File: config.mk
export PLATFORM = sky130hd
export DESIGN_NAME = slu_divstage
export DESIGN_NICKNAME = d
export VERILOG_FILES = /design/src/rtl/separable_linear_upscaler_assert.svh /design/src/rtl/slu_divstage.sv
export SDC_FILE = /design/constraint.sdc
export NUM_CORES = 1
export LEC_CHECK = 0
export BUFFER_PORTS_ARGS = -buffer_cell sky130_fd_sc_hd__buf_2
export CAP_MARGIN = 20
export CORE_AREA = 2 2 56 84
export DETAILED_ROUTE_END_ITERATION = 6
export DIE_AREA = 0 0 58 86
export GPL_ROUTABILITY_DRIVEN = 0
export PLACE_DENSITY = 0.4
export SLEW_MARGIN = 10
export SYNTH_ARGS = -nofsm -noshare
export SYNTH_HDL_FRONTEND = slang
export SYNTH_SLANG_ARGS = --single-unit
File: constraint.sdc
create_clock -name vclk -period 16.4
set_input_delay 1.64 -clock vclk [all_inputs]
set_output_delay 1.64 -clock vclk [all_outputs]
set_load 0.05 [all_outputs]
File: src/rtl/separable_linear_upscaler_assert.svh
// ----------------------------------------------------------------------------
// separable_linear_upscaler assertion macros
// concurrent checks, empty when built for synthesis
// ----------------------------------------------------------------------------
`ifndef SEPARABLE_LINEAR_UPSCALER_ASSERT_SVH
`define SEPARABLE_LINEAR_UPSCALER_ASSERT_SVH
`ifndef SYNTHESIS
`define SLU_ASSERT_IMPL(lbl, clk, rstn, ante, cons) \
	lbl: assert property (@(posedge clk) disable iff (!rstn) (ante) |-> (cons)) \
		else $error("upscaler check failed");
`define SLU_ASSERT_NEXT(lbl, clk, rstn, ante, cons) \
	lbl: assert property (@(posedge clk) disable iff (!rstn) (ante) |=> (cons)) \
		else $error("upscaler check failed");
`else
`define SLU_ASSERT_IMPL(lbl, clk, rstn, ante, cons)
`define SLU_ASSERT_NEXT(lbl, clk, rstn, ante, cons)
`endif
`endif

File: src/rtl/slu_divstage.sv
// ----------------------------------------------------------------------------
// slu_divstage
// a few restoring division steps, one quotient bit each
// ----------------------------------------------------------------------------
`default_nettype none
module slu_divstage #(
	parameter int RW = 5,
	parameter int K  = 4
) (
	input  logic [RW-1:0] divisor,
	input  logic [RW-1:0] rem_in,
	input  logic [K-1:0]  bits_in,
	output logic [RW-1:0] rem_out,
	output logic [K-1:0]  quo
);
	always_comb begin
		logic [RW:0]   trial;
		logic [RW-1:0] r;
		r = rem_in;
		quo = '0;
		for (int k = K - 1; k >= 0; k--) begin
			trial = {r, bits_in[k]};
			if (trial >= {1'b0, divisor}) begin
				trial = trial - {1'b0, divisor};
				quo[k] = 1'b1;
			end
			r = trial[RW-1:0];
		end
		rem_out = r;
	end
endmodule
`default_nettype wire

---- Yosys cells after proc, flatten, opt, wreduce, memory -nomap -nowiden ----
Index checks and enable logic that the tools add are counted.
storage, ports and cells
  word-level logic and storage cells ...... 16
  output and inout bits ................... 9
  input port bits ......................... 14
  register bits after elaboration ......... 0
operators by class
  $add $sub $neg .......................... 4
  multiplexer cells ....................... 8
  order comparisons ....................... 4
operators by type and width
  kind                                            number
  6-bit by 5-bit >= comparator with 1-bit output  4
  5-bit 2-to-1 mux                                4
  5-bit subtractor                                4
  1-bit 2-to-1 mux                                4

---- Longest topological paths before layout ----
  depth after elaboration ................. 8
  mapped depth ............................ 33
  depth with buffers taken out ............ 33

---- Worst setup path after synthesis ----
Ideal clock, no wire load.
  path kind ............................... input-to-output
  start point ............................. input bits_in[3]
  end point ............................... output rem_out[1]
  cell stages on the path ................. 30
  setup slack ............................. 5076 ps
  arrival ................................. 9684 ps
  required time ........................... 14760 ps
  path buffers ............................ 0
  cells stage by stage .................... inv_1 ha_1 inv_1 fa_1 a211oi_1 o21a_2 inv_1 o21ai_0 inv_1 ha_1 and4_1 a221o_1 a221oi_4 mux2_2 fa_1 nand2b_1 a21oi_1 o22a_1 nor2_1 mux2_4 inv_4 a21oi_1 fa_1 a21o_1 a21oi_1 nand2_1 a21oi_1 o41ai_1 a211o_1 a222oi_1
between the ends
  cells in the longest elaborated chain, start to end .. 8
  elaborated cells on any way between the ends .. 12
  classes of those cells .................. add/sub (4); order compare (4); mux (4)
RTL lines
  item                                                                                RTL line                                source
  start: declaration                                                                  slu_divstage.sv:12                      input logic [K-1:0] bits_in,
  5-bit subtractor or 6-bit by 5-bit >= comparator with 1-bit output (tied branches)  slu_divstage.sv:24, slu_divstage.sv:23
  5-bit 2-to-1 mux *                                                                  slu_divstage.sv:23                      if (trial >= {1'b0, divisor}) begin
  5-bit subtractor or 6-bit by 5-bit >= comparator with 1-bit output (tied branches)  slu_divstage.sv:24, slu_divstage.sv:23
  5-bit 2-to-1 mux *                                                                  slu_divstage.sv:23
  5-bit subtractor or 6-bit by 5-bit >= comparator with 1-bit output (tied branches)  slu_divstage.sv:24, slu_divstage.sv:23
  5-bit 2-to-1 mux *                                                                  slu_divstage.sv:23
  6-bit by 5-bit >= comparator with 1-bit output or 5-bit subtractor (tied branches)  slu_divstage.sv:23, slu_divstage.sv:24
  5-bit 2-to-1 mux *                                                                  slu_divstage.sv:23
  end: declaration                                                                    slu_divstage.sv:13                      output logic [RW-1:0] rem_out,
Mark *: on every way between the ends. The rest lies on a longest branch, timed or not.

---- Worst setup path after layout ----
  start point ............................. input divisor[1]
  end point ............................... output rem_out[1]
between the ends
  cells in the longest elaborated chain, start to end .. 8
  elaborated cells on any way between the ends .. 12
  classes of those cells .................. add/sub (4); order compare (4); mux (4)
RTL lines
  item                                                                                RTL line                                source
  start: declaration                                                                  slu_divstage.sv:10                      input logic [RW-1:0] divisor,
  5-bit subtractor or 6-bit by 5-bit >= comparator with 1-bit output (tied branches)  slu_divstage.sv:24, slu_divstage.sv:23
  5-bit 2-to-1 mux                                                                    slu_divstage.sv:23
  5-bit subtractor or 6-bit by 5-bit >= comparator with 1-bit output (tied branches)  slu_divstage.sv:24, slu_divstage.sv:23
  5-bit 2-to-1 mux                                                                    slu_divstage.sv:23
  5-bit subtractor or 6-bit by 5-bit >= comparator with 1-bit output (tied branches)  slu_divstage.sv:24, slu_divstage.sv:23
  5-bit 2-to-1 mux                                                                    slu_divstage.sv:23
  6-bit by 5-bit >= comparator with 1-bit output or 5-bit subtractor (tied branches)  slu_divstage.sv:23, slu_divstage.sv:24
  5-bit 2-to-1 mux *                                                                  slu_divstage.sv:23
Marked as above.

==> metrics <==
io pins=23; Top cell by count, worst path=a21oi_1; IO buf count=23; Hold Crit Class=in -> out; highest metal used=met4; Hold Path End=rem_out[0]; period utilization=67.5%; total area of sequential cells=0 um2; worst slew pin tran=618 ps; CTS Hold Bufs=0; vias in the first global route=1059; pin count of the biggest net entering global routing=9; global route overflow=0; Worst EP arrival=9430 ps; WL final=2.93 mm; CP Class=in -> out; setup repair bufs after CTS=0; Pre-antenna DRT Iters=4; core area=4210 um2; first-pass GRT wire length=4.92 mm; most frequent cells in the layout=buf_2, ha_1, inv_1; worst hold stages=4; most common cell after layout, fill and taps aside=buf_2; detailed-route via count=1021; status=completed; Vert. Die Dim=86 um; proportion of synthesized area in mux cells=10.4%; Worst path max stage delay=510 ps; Synth Area in Simple Gates=14.1%; metal2 WL=1.61 mm; total track usage=12.3%; Die X=58 um; initial antenna violation count=0; Iter 0 DRT Violations=32; CP max FO=8; Initial Utilization=24.5%; Area Overhead vs Synth=16.7%; row count=29; xor and xnor area share after synthesis=10.2%; CLK BUF=0; post-synth cell types=35; die area=4990 um2; post-CTS resize count=0; Critical Path Start Type=input port; adder-cell area share of the yosys netlist=32.0%; setup_tns=0 ps; FILL cells=462; Mapped Area=1030 um2; Tmin final=11070 ps; CP Capture Type=primary output; max_slew headroom=58.7%; Routed Antenna Nets=0; CP max stage cell=fa_1; met3 wire len=118 um; post-DR vias/cell=5.18; Post-route DRC=0; Mean Syn Cell Area=8.05 um2; Routed met1 length=1.15 mm; final setup violating endpoints=0; RSZ-0062 raised after global routing=false; Seq cells=0; Slew Limit Fails=0; Seq/Total Area, Yosys=0%; Hold Startpoint=bits_in[0]; post-synthesis compound-gate area fraction=25.7%; Routed WL per cell=14.9 um; CP required=14760 ps; max-cap viol count=0; fmax=0.0903 GHz; Yosys warning count=0; final hold violations=0; DP HPWL=2.60 mm; nets=191; Mapped Cells=128; # diodes=0; largest family of logic cells by synthesized area=adder cells; syn nets=166; fraction of layout cells with a size suffix above 1=19.9%
==> cells in the mapped netlist <==
cell	instances	area [um2]
nand2b_1	4	25.0
o211ai_1	1	7.51
o21ai_0	4	20.0
mux2i_1	7	70.1
a41o_1	1	10.0
inv_4	1	6.26
ha_1	20	250
inv_1	19	71.3
nor2b_1	1	6.26
a211o_1	1	8.76
o41ai_1	1	8.76
a221oi_4	1	26.3
a21oi_2	1	8.76
o21a_2	1	8.76
nand2_1	7	26.3
nand3b_1	1	7.51
mux2_4	1	15.0
a21oi_1	8	40.0
and4_1	1	8.76
nand4_1	1	6.26
o22ai_1	1	6.26
o22a_1	1	8.76
a222oi_1	2	20.0
nor2_1	8	30.0
a31oi_1	1	6.26
a211oi_1	2	15.0
mux2_2	2	22.5
nor3_1	1	5.00
o211a_1	1	10.0
xor2_1	5	43.8
xnor2_1	7	61.3
a21o_1	4	30.0
nor3b_1	4	30.0
a221o_1	3	30.0
fa_1	4	80.1
==> worst max-delay path, delay by kind of cell <==
family                   cells  cell delay (ps)
AO/OA/AOI/OAI               14             3810
adder cells (fa/ha/maj)      4             1710
buffers and inverters        6              970
multiplexers                 2              780
AND/OR/NAND/NOR              4              530
==> area by class of cell <==
type                       instances  area (um2)  share of cell area [%]
multi-input combinational        108         953                    79.2
timing repair buffer              23         115                    9.56
inverter                          20        77.6                    6.44
tap                               46        57.6                    4.78
==> metrics by stage <==
stage / worst slack (ps) / instance area (um2) / std cells / hold WS [ps] / util [%]
CTS: 5310 / 1200 / 197 / 3710 / 28.6
global placement: 5390 / 1200 / 197 / 3700 / 28.6
detailed placement: 5340 / 1200 / 197 / 3710 / 28.6
floorplan: 5080 / 1030 / 128 / 3650 / -
global route: 4720 / 1200 / 197 / 3740 / 28.6
finish: 5330 / 1200 / 197 / 3700 / 28.6
==> logic make-up (layout without fill, tap and decap cells) <==
| logic type | count (synthesis) | count (layout) |
|---|---|---|
| compound gates | 34 | 34 |
| simple gates | 28 | 28 |
| fa+ha+maj | 24 | 24 |
| buf+inv | 20 | 43 |
| xor+xnor | 12 | 12 |
| mux | 10 | 10 |
==> worst max-delay path by stage <==
stage               start         end  slack [ps]
4_1_cts        divisor[1]  rem_out[1]        5310
5_1_grt        divisor[1]  rem_out[1]        4720
6_report       divisor[1]  rem_out[1]        5330
2_1_floorplan  bits_in[3]  rem_out[1]        5080
3_5_place_dp   divisor[1]  rem_out[1]        5340
3_3_place_gp   divisor[1]  rem_out[1]        5390
==> layer usage <==
layer,global-route usage (%),vias to the layer above
li1,-,515
met2,25.2,27
met4,2.11,0
met5,0,-
met3,0.302,4
met1,13.6,475
Power is left out: the tool's default activity adds up to more than one toggle a clock period on the data nets, which glitch-free logic cannot reach.
